==> src/rtl/wis_pkg.sv <==
package wis_pkg;

    // Width of a cumulative sum, a sample and the running total.
    localparam int SUM_W = 24;
    // Width of the weight port.
    localparam int WEIGHT_W = 16;
    // Width of the index port.
    localparam int INDEX_W = 8;

    localparam int DEPTH_DEF = 256;
    localparam int WEIGHT_BITS_DEF = 16;

    // Entries in the queue between the front and the back end.
    localparam int QUEUE_DEPTH = 4;

    localparam logic [SUM_W-1:0] SUM_MAX = {SUM_W{1'b1}};

    typedef enum logic [1:0] {
        CMD_CLEAR  = 2'd0,
        CMD_APPEND = 2'd1,
        CMD_DRAW   = 2'd2
    } cmd_t;

    typedef enum logic [1:0] {
        ST_OK    = 2'd0,
        ST_ABOVE = 2'd1,
        ST_EMPTY = 2'd2
    } status_t;

    typedef enum logic {
        REC_WRITE = 1'b0,
        REC_DRAW  = 1'b1
    } rec_kind_t;

    typedef enum logic [1:0] {
        BS_IDLE   = 2'd0,
        BS_SEARCH = 2'd1,
        BS_RESULT = 2'd2
    } back_state_t;

endpackage

==> src/rtl/wis_front.sv <==
module wis_front #(
    parameter int DEPTH = wis_pkg::DEPTH_DEF,
    parameter int WEIGHT_BITS = wis_pkg::WEIGHT_BITS_DEF,
    parameter int REC_W = 8
) (
    input  logic                         clk,
    input  logic                         rst_n,
    input  logic                         push,
    output logic                         full,
    input  logic [1:0]                   cmd,
    input  logic [wis_pkg::WEIGHT_W-1:0] weight,
    input  logic [wis_pkg::SUM_W-1:0]    sample,
    output logic                         q_push,
    output logic [REC_W-1:0]             q_data,
    input  logic                         q_full
);
    import wis_pkg::*;

    localparam int CW = $clog2(DEPTH + 1);
    localparam int WB_USED = (WEIGHT_BITS < WEIGHT_W) ? WEIGHT_BITS : WEIGHT_W;
    localparam logic [WEIGHT_W-1:0] WMASK = WEIGHT_W'((33'd1 << WB_USED) - 33'd1);

    logic [CW-1:0]    count_reg;
    logic [CW-1:0]    count_next;
    logic [SUM_W-1:0] total_reg;
    logic [SUM_W-1:0] total_next;
    logic             accept;
    logic [SUM_W:0]   sum_wide;
    logic [SUM_W-1:0] sum_sat;
    logic             room;
    status_t          draw_status;

    assign accept   = push && !q_full;
    assign full     = q_full;
    assign room     = (count_reg < CW'(DEPTH));
    assign sum_wide = {1'b0, total_reg} + (SUM_W+1)'(weight & WMASK);
    assign sum_sat  = sum_wide[SUM_W] ? SUM_MAX : sum_wide[SUM_W-1:0];

    always_comb
    begin
        if (count_reg == '0)
        begin
            draw_status = ST_EMPTY;
        end
        else if (sample > total_reg)
        begin
            draw_status = ST_ABOVE;
        end
        else
        begin
            draw_status = ST_OK;
        end
    end

    // Appends and draws go to the back end in order; the table itself
    // lives there, so a draw always sees every earlier append.
    always_comb
    begin
        count_next = count_reg;
        total_next = total_reg;
        q_push     = 1'b0;
        q_data     = {REC_WRITE, ST_OK, count_reg, sum_sat, sample};
        if (accept)
        begin
            case (cmd_t'(cmd))
                CMD_CLEAR:
                begin
                    count_next = '0;
                    total_next = '0;
                end
                CMD_APPEND:
                begin
                    if (room)
                    begin
                        count_next = count_reg + CW'(1);
                        total_next = sum_sat;
                        q_push     = 1'b1;
                    end
                end
                CMD_DRAW:
                begin
                    q_push = 1'b1;
                    q_data = {REC_DRAW, draw_status, count_reg, total_reg, sample};
                end
                default:
                begin
                    q_push = 1'b0;
                end
            endcase
        end
    end

    always_ff @(posedge clk or negedge rst_n)
    begin
        if (!rst_n)
        begin
            count_reg <= '0;
            total_reg <= '0;
        end
        else
        begin
            count_reg <= count_next;
            total_reg <= total_next;
        end
    end

endmodule

==> config.mk <==
export PLATFORM = sky130hd
export DESIGN_NAME = wis_front
export DESIGN_NICKNAME = d
export VERILOG_FILES = /design/src/rtl/wis_pkg.sv /design/src/rtl/wis_front.sv
export SDC_FILE = /design/constraint.sdc
export NUM_CORES = 1
export LEC_CHECK = 0
export BUFFER_PORTS_ARGS = -buffer_cell sky130_fd_sc_hd__buf_2
export CORE_AREA = 2 2 46 48
export DETAILED_ROUTE_END_ITERATION = 6
export DIE_AREA = 0 0 48 50
export HOLD_SLACK_MARGIN = 0.02
export PLACE_DENSITY = 0.71
export SYNTH_ARGS = -nofsm -noshare
export SYNTH_HDL_FRONTEND = slang
export SYNTH_SLANG_ARGS = --single-unit
==> constraint.sdc <==
create_clock -name clk -period 1.8 [get_ports clk]
set_clock_uncertainty 0.05 [all_clocks]
set_input_delay 0.18 -clock clk [delete_from_list [all_inputs] [get_ports clk]]
set_output_delay 0.18 -clock clk [all_outputs]
set_load 0.005 [all_outputs]
==> results of run 1 <==
[layer usage]
| layer | wire length (microns) | GRT usage | part of all wire |
|---|---|---|---|
| met4 | 42 | 0.0901 | 0.033 |
| met5 | 0 | 0 | 0 |
| met3 | 32 | 0.0440 | 0.025 |
| met2 | 652 | 0.187 | 0.51 |
| met1 | 547 | 0.135 | 0.43 |
[worst reg2reg max path, cell delays in order (launching register included)]
cell and delay [ns]:
dfrtp_1 0.42, ha_1 0.22, nand4b_1 0.17, or4_1 0.42, nand2_1 0.08, a22o_1 0.11
[cell type report]
cell class                 count  area [sq um]  share of cell area
clock inverter                 1          5.00             0.00697
multi-input combinational     54           349               0.486
clock buffer                   3          22.5              0.0314
inverter                       6          22.5              0.0314
timing repair buffer          10          60.1              0.0836
tap                           27          33.8              0.0470
sequential                     9           225               0.314
[cell usage after synthesis (all sizes together)]
library cell	instances
and3	1
nand3	2
nor3	5
o31ai	1
inv	6
a21oi	7
nand2	10
nor2b	1
o21ai	7
nand4b	2
nor2	1
a21o	1
dfrtp	9
or4	2
ha	5
o22ai	1
a22o	3
nand2b	4
buf	9
a41o	1
[per-stage QoR]
step	worst slack, ns	hold slack, ns	std cells	util
after detailed placement	0.210	-0.00852	105	0.358
after CTS	0.285	0.229	110	0.378
after global routing	0.141	0.269	110	0.378
after global placement	0.276	-0.0129	105	0.358
after floorplan	0.415	-0.166	78	-
final	0.265	0.232	110	0.378
[cells by family after synthesis]
| logic type | Yosys count | synth area share |
|---|---|---|
| AO/OA/AOI/OAI | 21 | 0.192 |
| buffers and inverters | 15 | 0.136 |
| adder cells (fa/ha/maj) | 5 | 0.0942 |
| AND/OR/NAND/NOR | 28 | 0.239 |
| flip-flops | 9 | 0.339 |
[final timing paths]
kind                                             to                      from  cells after the start  slack, ns
setup reg to reg           count_reg[6]$_DFFE_PN0P_  count_reg[1]$_DFFE_PN0P_                      5       0.26
max in group asynchronous  count_reg[8]$_DFFE_PN0P_                     rst_n                      2       1.29
min in group clk                          q_data[1]                 sample[1]                      0       0.31
setup / recovery           count_reg[6]$_DFFE_PN0P_  count_reg[1]$_DFFE_PN0P_                      5       0.26
hold reg to reg            count_reg[6]$_DFFE_PN0P_  count_reg[6]$_DFFE_PN0P_                      1       0.52
hold / removal             count_reg[5]$_DFFE_PN0P_                     rst_n                      2       0.23
[report_power, final]
group | total, W | internal (W) | switching [W]
Combinational | 0.000168 | 0.0000825 | 0.0000850
Clock | 0.000163 | 0.0000824 | 0.0000807
Sequential | 0.000326 | 0.000255 | 0.0000717
Total | 0.000657 | 0.000419 | 0.000237
==> metrics, run 1 <==
Lkg Pwr=0.328 nW; max_slew headroom=0.798; H-tree depth=1; vias in the first global route=509; critical path type=reg2reg; Initial DRT Pass Iterations=4; Vias=554; fillers=192; first-pass GRT wire length=2050 microns; Area growth syn-to-layout=8.10%; die height=50 microns; area of the die=2400 sq um; root buffer cell=clkbuf_4; drt first-iter violations=8; total congestion overflow=0; layout cells sized above 1=0.181; cell area after layout=718 sq um; crit path cell chain=ha_1 -> nand4b_1 -> or4_1 -> nand2_1 -> a22o_1; Worst-Margin Slew=0.303 ns; run status=completed; Mapped Avg Cell Area=8.52 sq um; final setup TNS=0 ns; Yosys warnings=0; CTS Buffer Depth=2; max reg flops=9; vias per cell=5.04; synthesized instance count=78; Synthesized Nets=129; dpl cell area=681 sq um; slowest cell delay on critical path=0.42 ns; Final Hold Violating Endpoints=0; Seq/Total Area, Yosys=0.339; synthesized area=664 sq um; CP startpoint kind=register; antenna violations before repair=0; Worst Path Max Fanout=5; synth unique cells=23; wire per inst=11.6 microns; worst hold path type=in2async; cts hold-fix bufs=1; Crit-path slowest cell=dfrtp_1; Synth top area share=0.339; commonest non-fill, non-tap cells in the layout=10 x nand2_1, 9 x dfrtp_1, 7 x a21oi_1, 7 x buf_2; Detail Placement HPWL=991 microns; Worst Path Arrival=1.70 ns; Chip Width=48 microns; area leader, netlist=dfrtp_1; CP bufs+invs=0; routed wire length=1280 microns; Tmin final=1.54 ns; worst path required time=1.96 ns; gr usage total=0.124; setup bufs post-CTS=0; Post-route DRC=0; CTS tree=built; worst-skew pair later-pin latency=0.27 ns; Layout Nets=135; PD cells=915 nW/um^2; Max-Cap Viols=0; Ports=56; RSZ-0062 raised after global routing=no; # setup viols final=0; Total Power=0.000657 W; GPL Wtd Cong=0.822; Inserted Diodes=0; post-cts resize count=0; CORE AREA=1900 sq um; Crit path max-delay family=simple AND/OR/NAND/NOR gates; most common cell after layout, fill and taps aside=nand2_1; Final ANT Viol Nets=0; largest net degree at the start of global routing=10; PortBufs=7; Clk pin slew, worst setup/hold paths=0.07 ns; number of buffers created by CTS=3; Achievable Freq=0.651 GHz; Synth area leaders=dfrtp_1 34%, buf_4 10%, ha_1 9.4%; endpoint type of the worst setup path=register; #FFs+latches synth=9; num rows=16; Peak VDD IR=0.000227 V; Starting Density=0.349; fin crit share=0.853; fin. max-slew vios=0; CTS Sinks=9
No activity file was read; power rests on OpenSTA's default activity.
==> run 2, diff against run 1 <==
- CORE_AREA: 2 2 46 48 -> 2 2 56 42
- DIE_AREA: 0 0 48 50 -> 0 0 58 44
- PLACE_DENSITY: 0.71 -> 0.68
==> run 2 against run 1 <==
Maximum frequency shrank 0.39%. Final cell count shrank 2.7%. Register-to-register slack is essentially flat. First-iteration DRC count grew 25%. Global-route usage shrank 0.55 points. Sequential share of layout area grew 0.16 points. Via count grew 1.6%. Die area grew 6.3%. Combinational power is essentially flat. Count of clock-buffer cells in the layout is the same. Power shrank 0.70%. Largest cell class unchanged.
==> metrics, run 2 (synthesis results as in run 1) <==
num rows=14 (was 16); most common cell after layout, fill and taps aside=nand2_1 (unchanged); Layout Nets=135 (unchanged); CTS tree=built (unchanged); area of the die=2550 sq um (was 2400 sq um); max_slew headroom=0.794 (was 0.798); endpoint type of the worst setup path=register (unchanged); total congestion overflow=0 (unchanged); Critical Path Start=count_reg[1]$_DFFE_PN0P_ (unchanged); CTS Sinks=9 (unchanged); fin. max-slew vios=0 (unchanged); die height=44 microns (was 50 microns); number of buffers created by CTS=3 (unchanged); Inserted Diodes=0 (unchanged); M2 GR Usage=0.168 (was 0.187); R2R cell count=5 (unchanged); wire per inst=11.6 microns (about the same); routed wire length=1250 microns (was 1280 microns); Sequential Area=225 sq um (unchanged); root buffer cell=clkbuf_4 (unchanged); vias in the first global route=528 (was 509); gr usage total=0.118 (was 0.124); Area growth syn-to-layout=7.53% (was 8.10%); Starting Density=0.327 (was 0.349); reg2reg end=count_reg[6]$_DFFE_PN0P_ (unchanged); flop-to-flop setup slack=0.26 ns (about the same); layout cells sized above 1=0.181 (unchanged); dpl cell area=677 sq um (was 681 sq um); Lkg Pwr=0.328 nW (unchanged); worst-skew pair later-pin latency=0.27 ns (about the same); Achievable Freq=0.649 GHz (was 0.651 GHz); Tmin final=1.54 ns (about the same); worst hold path type=in2async (unchanged); max reg flops=9 (unchanged); Worst-Margin Slew=0.306 ns (was 0.303 ns); Clk pin slew, worst setup/hold paths=0.07 ns (about the same); Detail Placement HPWL=955 microns (was 991 microns); met3 usage=0.0478 (was 0.0440); H-tree depth=1 (unchanged); fin crit share=0.856 (was 0.853); Final ANT Viol Nets=0 (unchanged); CORE AREA=2030 sq um (was 1900 sq um); first-pass GRT wire length=2270 microns (was 2050 microns); CP startpoint kind=register (unchanged); run status=completed (unchanged); GPL Wtd Cong=0.806 (was 0.822); Worst Path Max Fanout=5 (unchanged); met1 GRT Util=0.156 (was 0.135); Chip Width=58 microns (was 48 microns); Max-Cap Viols=0 (unchanged); vias per cell=5.26 (was 5.04); worst path required time=1.95 ns (was 1.96 ns); Ports=56 (unchanged); Worst Path Arrival=1.69 ns (was 1.70 ns); Vias=563 (was 554); critical path type=reg2reg (unchanged); footprint of the multi-input gates=349 sq um (unchanged); fillers=219 (was 192); largest net degree at the start of global routing=10 (unchanged); drt first-iter violations=10 (was 8); antenna violations before repair=0 (unchanged); PD cells=913 nW/um^2 (was 915 nW/um^2); reg2reg start=count_reg[1]$_DFFE_PN0P_ (unchanged); Final Hold Violating Endpoints=0 (unchanged); Post-route DRC=0 (unchanged); cell area after layout=714 sq um (was 718 sq um); commonest non-fill, non-tap cells in the layout=10 x nand2_1, 9 x dfrtp_1, 7 x a21oi_1, 7 x buf_2 (unchanged); CTS Buffer Depth=2 (unchanged); RSZ-0062 raised after global routing=no (unchanged); busiest layer in global routing=met2 (unchanged); # setup viols final=0 (unchanged); Initial DRT Pass Iterations=4 (unchanged); Peak VDD IR=0.000432 V (was 0.000227 V); PortBufs=7 (unchanged); final setup TNS=0 ns (unchanged)
run 2: power breakdown:
part	switching, W	internal [W]	total, W
clock network	0.0000804	0.0000822	0.000163
registers	0.0000678	0.000254	0.000322
logic	0.0000841	0.0000833	0.000167
total	0.000232	0.000420	0.000652
run 2: layout make-up:
cell class | instances | area share
Clock buffer | 3 | 0.0315
Clock inverter | 1 | 0.00701
Inverter | 6 | 0.0315
Multi-Input combinational cell | 54 | 0.489
Sequential cell | 9 | 0.315
Tap cell | 24 | 0.0420
Timing Repair Buffer | 10 | 0.0841
run 2: critical path, stage by stage (launching register included):
cell and delay, ns:
dfrtp_1 0.41, ha_1 0.23, nand4b_1 0.17, or4_1 0.42, nand2_1 0.08, a22o_1 0.12
run 2: repair_timing:
action                                  4_1_cts  5_1_grt
endpoints found under the setup margin        0        0
hold buffers                                  1        0
gates resized for setup                       0        0
buffers inserted                              0        0
hold endpoints to repair                      9        0
run 2: how the worst max path moves through the flow:
stage / to / slack, ns / cells past startpoint
3_3_place_gp: count_reg[6]$_DFFE_PN0P_ / 0.31 / 5
2_1_floorplan: count_reg[6]$_DFFE_PN0P_ / 0.41 / 5
3_5_place_dp: count_reg[6]$_DFFE_PN0P_ / 0.28 / 5
4_1_cts: count_reg[6]$_DFFE_PN0P_ / 0.26 / 5
5_1_grt: count_reg[6]$_DFFE_PN0P_ / 0.11 / 5
6_report: count_reg[6]$_DFFE_PN0P_ / 0.26 / 5
run 2: layer usage:
layer	part of all wire	vias up	wire length (microns)
met5	0	-	0
met4	0.014	0	17
met3	0.083	4	103
met2	0.41	18	505
met1	0.50	264	619
li1	-	277	-
run 2: per-stage QoR:
step,utilization,setup slack (ns),hold slack [ns],total power [W],cells
after floorplan,-,0.415,-0.166,0.000453,78
after detailed placement,0.333,0.282,-0.00473,0.000491,102
after global placement,0.333,0.311,-0.00584,0.000480,102
after CTS,0.352,0.257,0.232,0.000658,107
after global routing,0.352,0.113,0.243,0.000709,107
final,0.352,0.259,0.233,0.000652,107
