### config.mk
export PLATFORM = sky130hd
export DESIGN_NAME = wis_queue
export DESIGN_NICKNAME = d
export VERILOG_FILES = /design/src/rtl/wis_queue.sv
export SDC_FILE = /design/constraint.sdc
export NUM_CORES = 1
export LEC_CHECK = 0
export ABC_CLOCK_PERIOD_IN_PS = 1750
export BUFFER_PORTS_ARGS = -buffer_cell sky130_fd_sc_hd__clkbuf_2
export CORE_ASPECT_RATIO = 1.75
export CORE_MARGIN = 3
export CORE_UTILIZATION = 40
export DETAILED_ROUTE_END_ITERATION = 12
export GPL_TIMING_DRIVEN = 1
export PLACE_DENSITY_LB_ADDON = 0.08
export SLEW_MARGIN = 5
export SYNTH_ARGS = -nofsm -noshare
export SYNTH_HDL_FRONTEND = slang
export SYNTH_SLANG_ARGS = --single-unit
### constraint.sdc
create_clock -name clk -period 1.75 [get_ports clk]
set_input_delay 0 -clock clk [delete_from_list [all_inputs] [get_ports clk]]
set_output_delay 0 -clock clk [all_outputs]
set_load 0.1 [all_outputs]
### src/rtl/wis_queue.sv
module wis_queue #(
    parameter int W = 8,
    parameter int QDEPTH = 4
) (
    input  logic         clk,
    input  logic         rst_n,
    input  logic         wr_en,
    input  logic [W-1:0] wr_data,
    output logic         full,
    input  logic         rd_en,
    output logic [W-1:0] rd_data,
    output logic         empty
);
    localparam int PW = (QDEPTH > 1) ? $clog2(QDEPTH) : 1;

    logic [W-1:0] slot_reg [QDEPTH];
    logic [PW:0]  wr_ptr_reg;
    logic [PW:0]  wr_ptr_next;
    logic [PW:0]  rd_ptr_reg;
    logic [PW:0]  rd_ptr_next;
    logic         do_wr;
    logic         do_rd;

    assign empty = (wr_ptr_reg == rd_ptr_reg);
    assign full  = (wr_ptr_reg[PW-1:0] == rd_ptr_reg[PW-1:0]) &&
                   (wr_ptr_reg[PW] != rd_ptr_reg[PW]);
    assign do_wr = wr_en && !full;
    assign do_rd = rd_en && !empty;
    assign rd_data = slot_reg[rd_ptr_reg[PW-1:0]];

    always_comb
    begin
        wr_ptr_next = wr_ptr_reg;
        rd_ptr_next = rd_ptr_reg;
        if (do_wr)
        begin
            wr_ptr_next = wr_ptr_reg + (PW+1)'(1);
        end
        if (do_rd)
        begin
            rd_ptr_next = rd_ptr_reg + (PW+1)'(1);
        end
    end

    always_ff @(posedge clk or negedge rst_n)
    begin
        if (!rst_n)
        begin
            wr_ptr_reg <= '0;
            rd_ptr_reg <= '0;
        end
        else
        begin
            wr_ptr_reg <= wr_ptr_next;
            rd_ptr_reg <= rd_ptr_next;
        end
    end

    always_ff @(posedge clk)
    begin
        if (do_wr)
        begin
            slot_reg[wr_ptr_reg[PW-1:0]] <= wr_data;
        end
    end

endmodule

==> results of run 1 <==
## cell type report
class	instances	area, um2
clock inverters	2	8.76
flip-flops and latches	38	1110
well taps	48	60.1
inverters	4	15.0
repair buffers	36	394
clock buffers	6	72.6
fillers	350	1750
multi-input cells	46	562
## critical path: stages, from the launching register on
cell and delay (ns):
dfrtp_2 0.43, buf_6 0.18, mux4_1 0.62, buf_12 0.20
## synth_stat cells
library cell / count / area share [%]
nand2_1: 1 / 0.22
ha_1: 5 / 3.7
a31oi_4: 1 / 1.3
and3_1: 3 / 1.1
nand3_2: 1 / 0.59
inv_1: 4 / 0.89
nor3_1: 1 / 0.29
and2_1: 1 / 0.37
nor2_1: 1 / 0.22
a31oi_1: 1 / 0.37
dfrtp_1: 6 / 8.9
a21oi_1: 4 / 1.2
nand2b_1: 2 / 0.74
clkbuf_1: 1 / 0.22
xnor2_1: 4 / 2.1
o31ai_1: 3 / 1.3
buf_6: 1 / 0.66
a211oi_2: 2 / 1.5
xor2_1: 2 / 1.0
edfxtp_1: 32 / 57
o31ai_2: 1 / 0.74
nand3_1: 1 / 0.29
a21o_1: 1 / 0.44
xnor2_2: 1 / 0.96
xor2_2: 2 / 1.9
mux4_1: 8 / 12
## routing by layer
layer	routed length, um	share of wire, %
met1	1080	34
met4	65	2.0
met5	0	0
met3	127	4.0
met2	1940	60
## placed cells by master, fill, tap and decap left out, drive strengths merged, types with 5 or more instances in the layout
cell	n
xnor2	5
buf	16
ha	5
mux4	8
edfxtp	32
clkbuf	17
dfrtp	6
dlygate4sd3	9
## worst paths after layout
path                       slack, ns  cells after the start          start        endpoint
min                             0.03                      3          rd_en   rd_ptr_reg[0]
max in group asynchronous       1.49                      2          rst_n   rd_ptr_reg[0]
max                             0.05                      3  rd_ptr_reg[0]      rd_data[3]
min reg2reg                     0.63                      1  wr_ptr_reg[2]   wr_ptr_reg[2]
max reg2reg                     0.10                      3  wr_ptr_reg[0]  slot_reg[2][1]
min in group asynchronous       0.08                      2          rst_n   wr_ptr_reg[2]
## kinds of logic after synthesis
logic type / Yosys count / synth area share [%]
adder cells (fa/ha/maj): 5 / 3.69
multiplexers: 8 / 12.4
AO/OA/AOI/OAI: 13 / 6.79
buffers and inverters: 6 / 1.77
XOR/XNOR: 9 / 5.98
flip-flops: 38 / 65.5
AND/OR/NAND/NOR: 11 / 3.84
## stage by stage
stage	hold slack [ns]	utilization [%]	instance area, um2	setup WS (ns)
2_1_floorplan	-0.296	-	1710	0.154
4_1_cts	0.0252	55.9	2220	0.0153
5_1_grt	0.0343	55.9	2220	-0.00122
3_3_place_gp	-0.152	51.6	2050	0.102
6_report	0.0311	55.9	2220	0.0455
3_5_place_dp	-0.156	51.6	2050	0.0748
## what timing repair did
item                                   CTS  global route
endpoints found under the hold margin   38             0
setup endpoints to repair                8             1
gates resized for setup                  3             0
hold buffers                             9             0
==> reports/qor.csv, run 1 <==
stage,metric,value,unit
setup_path,Critical Path RT,1.75,ns
die,Die Wd,55.2,um
cts,clock root cell,clkbuf_8,
synthesis,#FFs+latches synth,38,
cts,CTS tree,done,
sta,Slew Limit Fails,0,
cells_and_area,post-route insts no fill,180,
route,WL per Instance,17.9,um
setup_path,CP max FO,8,
route,vias post-DR,944,
place,hpwl dp,2440,um
sta,endpoints failing hold,0,
grt,antenna violations before repair,0,
cts,"Reg clk slew, reported paths",0.07,ns
die,die height,92.1,um
sta,setup_tns,0,ns
grt,vias in the first global route,1020,
cells_and_area,layout cells sized above 1,33.3,%
route,"wirelength, routed",3210,um
sta,slew at the pin closest to its max-slew limit,0.465,ns
synthesis,Unique masters post-synth,26,
die,Initial Util,42.6,%
synthesis,Mapped Cells,90,
setup_path,Worst Setup Start Kind,register,
sta,Max-slew headroom,69.0,%
hold_path,Hold Crit Class,input pin to register,
setup_path,WS Path Type,register to primary output,
sta,f_max,587,MHz
place,routability cong.,0.739,
cts,Clock Latency Late Sink,0.28,ns
route,First DRT Iteration DRCs,14,
grt,GR Overflow Total,0,
sta,period utilization,97.4,%
route,drt drc,0,
synthesis,syn nets,107,
cts,Post-CTS Setup Inserts,0,
cells_and_area,n_diodes,0,
grt,Total GRT Usage,13.7,%
grt,met1 usage,12.7,%
sta,worst clock skew,0.00373,ns
cts,CTS buffer count,5,
route,vias per cell,5.24,
place,cell total after placement,163,
synthesis,Ys Warns,0,
die,FP Rows,30,
grt,met2 global-route usage,27.3,%
sta,setup violators final,0,
sta,unrepaired setup endpoints after global routing,true,
job,max_cap viols,0,
route,drt first pass iters,4,
die,Die ar.,5090,um2
cells_and_area,"Net count, final",148,
die,I/O Pins,22,
cts,# clock sinks,38,
synthesis,post-synthesis sequential area ratio,65.5,%
cts,H-tree Lvls,2,
setup_path,critical path capture point type,primary output,
grt,met3 usage,2.96,%
run_status,status,"complete, no violations",
route,Antenna Nets Post-Route,0,
die,core area,3980,um2
grt,first-pass GRT wire length,5090,um
synthesis,"Cell Area, Synth",1700,um2
cells_and_area,max FFs per register,32,
sta,Tmin final,1.70,ns
synthesis,Syn Area/Cell,18.8,um2
cells_and_area,Area Growth Syn to Fin,31.2,%
grt,GR peak layer,met2,
grt,largest net degree at the start of global routing,14,
setup_path,"Arr. time, crit path",1.70,ns
place,IO Port Bufs,21,
cts,clk buf depth,2,
Power of run 1 is not shown: default switching activity piles up to over one toggle a cycle in this logic, so the estimate is an artifact.
==> inputs of run 2 (changes only) <==
--- a/config.mk
+++ b/config.mk
@@ -10,9 +10,11 @@
 export CORE_ASPECT_RATIO = 1.75
 export CORE_MARGIN = 3
 export CORE_UTILIZATION = 40
+export CTS_BUF_LIST = sky130_fd_sc_hd__clkbuf_4 sky130_fd_sc_hd__clkbuf_8
 export DETAILED_ROUTE_END_ITERATION = 12
 export GPL_TIMING_DRIVEN = 1
 export PLACE_DENSITY_LB_ADDON = 0.08
+export RECOVER_POWER = 50
 export SLEW_MARGIN = 5
 export SYNTH_ARGS = -nofsm -noshare
 export SYNTH_HDL_FRONTEND = slang
==> run 2 against run 1 <==
  * Final cell count is the same
  * Critical path depth stayed put
  * First-iteration DRC count unchanged
  * Global-route usage stayed put
  * Sequential cell count stayed put
==> reports/qor.csv, run 2 (same netlist as run 1, synthesis figures left out) <==
stage,metric,value,unit,change
setup_path,critical path capture point type,primary output,,
cells_and_area,"most common cell after layout, fill and taps aside",edfxtp_1,,
hold_path,hold path start,rd_en,,
route,drt first pass iters,4,,unchanged
die,Die ar.,5090,um2,unchanged
die,FP Rows,30,,unchanged
route,vias per cell,5.25,,+0.11%
grt,vias in the first global route,1021,,+0.098%
setup_path,sum of buffers and inverters on the critical path,2,,unchanged
cts,Post-CTS Setup Inserts,0,,unchanged
die,I/O Pins,22,,unchanged
grt,antenna violations before repair,0,,unchanged
route,WL per Instance,17.8,um,-0.44%
cts,"Reg clk slew, reported paths",0.07,ns,about the same
cts,clk buf depth,2,,unchanged
setup_path,Max stage delay on crit path,0.62,ns,about the same
setup_path,reg2reg start,wr_ptr_reg[0],,
hold_path,Worst Hold End,rd_ptr_reg[0],,
place,hpwl dp,2440,um,unchanged
hold_path,Worst Hold Depth,3,,unchanged
cells_and_area,n_diodes,0,,unchanged
grt,first-pass GRT wire length,5090,um,unchanged
setup_path,Worst Setup Start Kind,register,,
cells_and_area,max FFs per register,32,,unchanged
run_status,status,"complete, no violations",,
route,vias post-DR,945,,+0.11%
sta,Slew Limit Fails,0,,unchanged
setup_path,reg2reg end,slot_reg[2][1],,
die,die height,92.1,um,unchanged
cells_and_area,filler cell count,351,,+0.29%
route,drt drc,0,,unchanged
setup_path,WS Path Type,register to primary output,,
cts,Clock Latency Late Sink,0.28,ns,about the same
place,IO Port Bufs,21,,unchanged
setup_path,"Cell Chain, Critical Path","buf_6, mux4_1, buf_12",,
cts,H-tree Lvls,2,,unchanged
cts,# clock sinks,38,,unchanged
sta,period utilization,97.2,%,-0.17 points
setup_path,Worst path top cell family by delay,multiplexers,,
job,max_cap viols,0,,unchanged
cells_and_area,Area Growth Syn to Fin,30.6,%,
setup_path,flop2flop setup slack,0.10,ns,about the same
sta,endpoints failing hold,0,,unchanged
setup_path,Critical Path RT,1.75,ns,about the same
cells_and_area,"commonest cells after routing, fill and taps aside","edfxtp_1, buf_12, dlygate4sd3_1, clkbuf_1, mux4_1",,
setup_path,worst reg2reg path depth,3,,unchanged
sta,Max-slew headroom,69.1,%,+0.11 points
sta,worst clock skew,0.00322,ns,-0.000510 ns
grt,GR Overflow Total,0,,unchanged
sta,Tmin final,1.70,ns,-0.00299 ns
cells_and_area,post-route insts no fill,180,,unchanged
cells_and_area,"Net count, final",148,,unchanged
die,core area,3980,um2,unchanged
setup_path,CP max FO,8,,unchanged
sta,Fin Hold WS,0.0322,ns,+0.00106 ns
cts,clock root cell,clkbuf_8,,
route,First DRT Iteration DRCs,14,,unchanged
sta,slew at the pin closest to its max-slew limit,0.463,ns,-0.00171 ns
grt,Total GRT Usage,13.7,%,unchanged
cts,CTS tree,done,,
place,cell total after placement,163,,unchanged
sta,f_max,588,MHz,+0.18%
route,"wirelength, routed",3200,um,-0.44%
die,Initial Util,42.6,%,unchanged
sta,setup violators final,0,,unchanged
die,Die Wd,55.2,um,unchanged
setup_path,"Arr. time, crit path",1.70,ns,about the same
cells_and_area,layout cells sized above 1,27.3,%,-6.1 points
hold_path,Hold Crit Class,input pin to register,,
grt,largest net degree at the start of global routing,14,,unchanged
setup_path,Critical-path top delay cell,mux4_1,,
route,Antenna Nets Post-Route,0,,unchanged
cts,CTS buffer count,5,,unchanged
sta,unrepaired setup endpoints after global routing,true,,
place,routability cong.,0.739,,unchanged
run 2: what timing repair did:
action / 4_1_cts / 5_1_grt
hold buffers: 9 / 0
setup endpoints to repair: 8 / 1
gates resized for setup: 3 / 0
hold endpoints to repair: 38 / 0
run 2: layout make-up:
type	instances	area, um2	area share [%]
timing repair buffer	36	380	17.2
clock inverter	2	8.76	0.395
sequential	38	1110	50.2
inverter	4	15.0	0.678
multi-input combinational	46	562	25.4
tap	48	60.1	2.71
clock buffer	6	76.3	3.45
run 2: worst max-delay path by stage:
stage	startpoint	end	slack (ns)	depth (start not counted)
finish	rd_ptr_reg[0]	rd_data[3]	0.05	3
global route	rd_ptr_reg[0]	rd_data[1]	-0.001	3
CTS	rd_ptr_reg[0]	rd_data[3]	0.02	3
detailed placement	wr_ptr_reg[0]	slot_reg[2][1]	0.07	3
global placement	wr_ptr_reg[0]	slot_reg[2][1]	0.10	3
floorplan	rd_ptr_reg[0]	empty	0.15	3
run 2: metrics by stage:
| stage | utilization (%) | TNS, ns | worst slack (ns) | area [um2] |
|---|---|---|---|---|
| 2_1_floorplan | - | 0 | 0.154 | 1710 |
| 3_3_place_gp | 51.6 | 0 | 0.102 | 2050 |
| 3_5_place_dp | 51.6 | 0 | 0.0748 | 2050 |
| 4_1_cts | 56.0 | 0 | 0.0154 | 2230 |
| 5_1_grt | 55.7 | -0.000989 | -0.000989 | 2210 |
| 6_report | 55.7 | 0 | 0.0484 | 2210 |
run 2: layer usage:
metal	up-vias	wire (um)	global-route usage, %
met5	-	0	0
li1	439	-	-
met1	476	1060	12.7
met2	24	1950	27.3
met4	0	65	6.09
met3	6	122	2.96
run 2: worst min-delay path, cell delays in order:
cell and delay, ns:
clkbuf_2 0.11, o31ai_1 0.10, xnor2_1 0.07
Power of run 2 is left out for the same reason.
==> inputs of run 3 (changes only) <==
--- a/config.mk
+++ b/config.mk
@@ -10,7 +10,7 @@
 export CORE_ASPECT_RATIO = 1.75
 export CORE_MARGIN = 3
 export CORE_UTILIZATION = 40
-export CTS_BUF_LIST = sky130_fd_sc_hd__clkbuf_4 sky130_fd_sc_hd__clkbuf_8
+export CTS_BUF_LIST = sky130_fd_sc_hd__clkbuf_16
 export DETAILED_ROUTE_END_ITERATION = 12
 export GPL_TIMING_DRIVEN = 1
 export PLACE_DENSITY_LB_ADDON = 0.08
==> run 3 against run 2 <==
  * Global-route usage did not move
  * Cell area rose by 2.3%
  * Register-to-register slack barely moved
  * Count of clock-buffer cells in the layout fell by 1
  * Largest cell class unchanged
  * Sequential cell count did not move
  * Critical path depth did not move
  * Sequential share of layout area fell by 1.1 points
  * Worst hold slack improved by 0.0052 ns
  * Final cell count did not move
==> reports/qor.csv, run 3 (same netlist as run 1, synthesis figures left out) <==
stage,metric,value,unit,change
run_status,status,"complete, no violations",,
hold_path,Hold Crit Class,input pin to register,,
die,I/O Pins,22,,unchanged
die,FP Rows,30,,unchanged
setup_path,CP startpoint,rd_ptr_reg[0],,
sta,setup violators final,0,,unchanged
hold_path,Worst Hold Depth,3,,unchanged
setup_path,"Cell Chain, Critical Path","buf_6, mux4_1, buf_12",,
cells_and_area,"commonest cells after routing, fill and taps aside","edfxtp_1, buf_12, dlygate4sd3_1, clkbuf_1, mux4_1",,
grt,Total GRT Usage,13.7,%,unchanged
setup_path,sum of buffers and inverters on the critical path,2,,unchanged
setup_path,Worst path top cell family by delay,multiplexers,,
grt,GR Overflow Total,0,,unchanged
route,"wirelength, routed",3240,um,+1.3%
cts,Post-CTS Setup Inserts,0,,unchanged
route,vias post-DR,945,,unchanged
cts,CTS buffer count,5,,unchanged
setup_path,reg2reg start,wr_ptr_reg[0],,
cells_and_area,Area Growth Syn to Fin,33.7,%,
place,routability cong.,0.739,,unchanged
grt,first-pass GRT wire length,5080,um,-0.27%
setup_path,"Arr. time, crit path",1.69,ns,about the same
place,hpwl dp,2440,um,unchanged
die,Die ar.,5090,um2,unchanged
setup_path,Worst Setup Start Kind,register,,
route,drt first pass iters,4,,unchanged
job,max_cap viols,0,,unchanged
grt,antenna violations before repair,0,,unchanged
cells_and_area,"most common cell after layout, fill and taps aside",edfxtp_1,,
sta,Tmin final,1.69,ns,-0.00817 ns
route,drt drc,0,,unchanged
route,WL per Instance,18.0,um,+1.3%
setup_path,Critical-path top delay cell,mux4_1,,
cells_and_area,n_diodes,0,,unchanged
setup_path,critical path capture point type,primary output,,
cells_and_area,layout cells sized above 1,25.0,%,-2.3 points
sta,unrepaired setup endpoints after global routing,false,,
sta,period utilization,96.8,%,-0.47 points
setup_path,flop2flop setup slack,0.11,ns,about the same
setup_path,Max stage delay on crit path,0.62,ns,about the same
grt,vias in the first global route,1022,,+0.098%
die,core area,3980,um2,unchanged
setup_path,Critical Path RT,1.75,ns,about the same
setup_path,worst reg2reg path depth,3,,unchanged
die,die height,92.1,um,unchanged
sta,endpoints failing hold,0,,unchanged
sta,slew at the pin closest to its max-slew limit,0.461,ns,-0.00239 ns
cts,CTS tree,done,,
setup_path,WS Path Type,register to primary output,,
route,vias per cell,5.25,,unchanged
cts,clock root cell,clkbuf_16,,
sta,Fin Hold WS,0.0374,ns,+0.00520 ns
setup_path,reg2reg end,slot_reg[2][3],,
setup_path,crit path capture,rd_data[3],,
setup_path,CP max FO,8,,unchanged
cts,# clock sinks,38,,unchanged
die,Die Wd,55.2,um,unchanged
route,First DRT Iteration DRCs,12,,-2
place,IO Port Bufs,21,,unchanged
sta,worst clock skew,0.00414,ns,+0.000915 ns
cts,clk buf depth,2,,unchanged
setup_path,Crit path depth,3,,unchanged
cts,Clock Latency Late Sink,0.28,ns,about the same
sta,Max-slew headroom,69.3,%,+0.16 points
sta,f_max,591,MHz,+0.48%
cells_and_area,"Net count, final",148,,unchanged
die,Initial Util,42.6,%,unchanged
route,Antenna Nets Post-Route,0,,unchanged
grt,largest net degree at the start of global routing,14,,unchanged
cells_and_area,"Core Util, Final",56.9,%,+1.3 points
cells_and_area,max FFs per register,32,,unchanged
cts,H-tree Lvls,2,,unchanged
sta,setup_tns,0,ns,unchanged
cts,"Reg clk slew, reported paths",0.06,ns,about the same
sta,Slew Limit Fails,0,,unchanged
==> run 3: changes by cell type in the layout (fill, tap and decap cells not counted), sizes merged <==
cell	delta
inv	+1
clkbuf	-1
==> run 3: final cells by class <==
| class | count | area (um2) |
|---|---|---|
| inverters | 4 | 15.0 |
| repair buffers | 36 | 380 |
| flip-flops and latches | 38 | 1110 |
| clock buffers | 5 | 125 |
| fillers | 338 | 1710 |
| well taps | 48 | 60.1 |
| clock inverters | 3 | 12.5 |
| multi-input cells | 46 | 561 |
==> run 3: how the worst min path moves through the flow <==
stage / from / end / slack (ns)
after CTS: rd_en / rd_ptr_reg[0] / 0.04
after detailed placement: rst_n / wr_ptr_reg[2] / -0.16
after global placement: rst_n / rd_ptr_reg[0] / -0.15
final: rd_en / rd_ptr_reg[0] / 0.04
after floorplan: rst_n / rd_ptr_reg[0] / -0.30
after global routing: rd_en / rd_ptr_reg[0] / 0.05
==> run 3: metrics by stage <==
| step | instances | cell area, um2 | setup slack (ns) |
|---|---|---|---|
| floorplan | 90 | 1710 | 0.154 |
| global placement | 163 | 2050 | 0.102 |
| detailed placement | 163 | 2050 | 0.0748 |
| CTS | 180 | 2280 | 0.0309 |
| global route | 180 | 2270 | 0.0166 |
| finish | 180 | 2270 | 0.0566 |
==> run 3: routing by layer <==
layer / part of all wire, % / GRT usage [%]
met1: 35 / 12.7
met2: 59 / 27.1
met3: 4.3 / 3.66
met4: 1.8 / 5.48
met5: 0 / 0
==> run 3: what timing repair did <==
action | in CTS | in global routing
hold buffers | 9 | 0
gates resized for setup | 2 | 0
endpoints found under the setup margin | 8 | 0
hold endpoints to repair | 38 | 0
==> run 3: worst register-to-register path, cell delays in order, from the launching register on <==
cell     delay, ns
dfrtp_1       0.48
xnor2_2       0.22
nand3_2       0.13
and3_1        0.46
Power of run 3 is left out for the same reason.
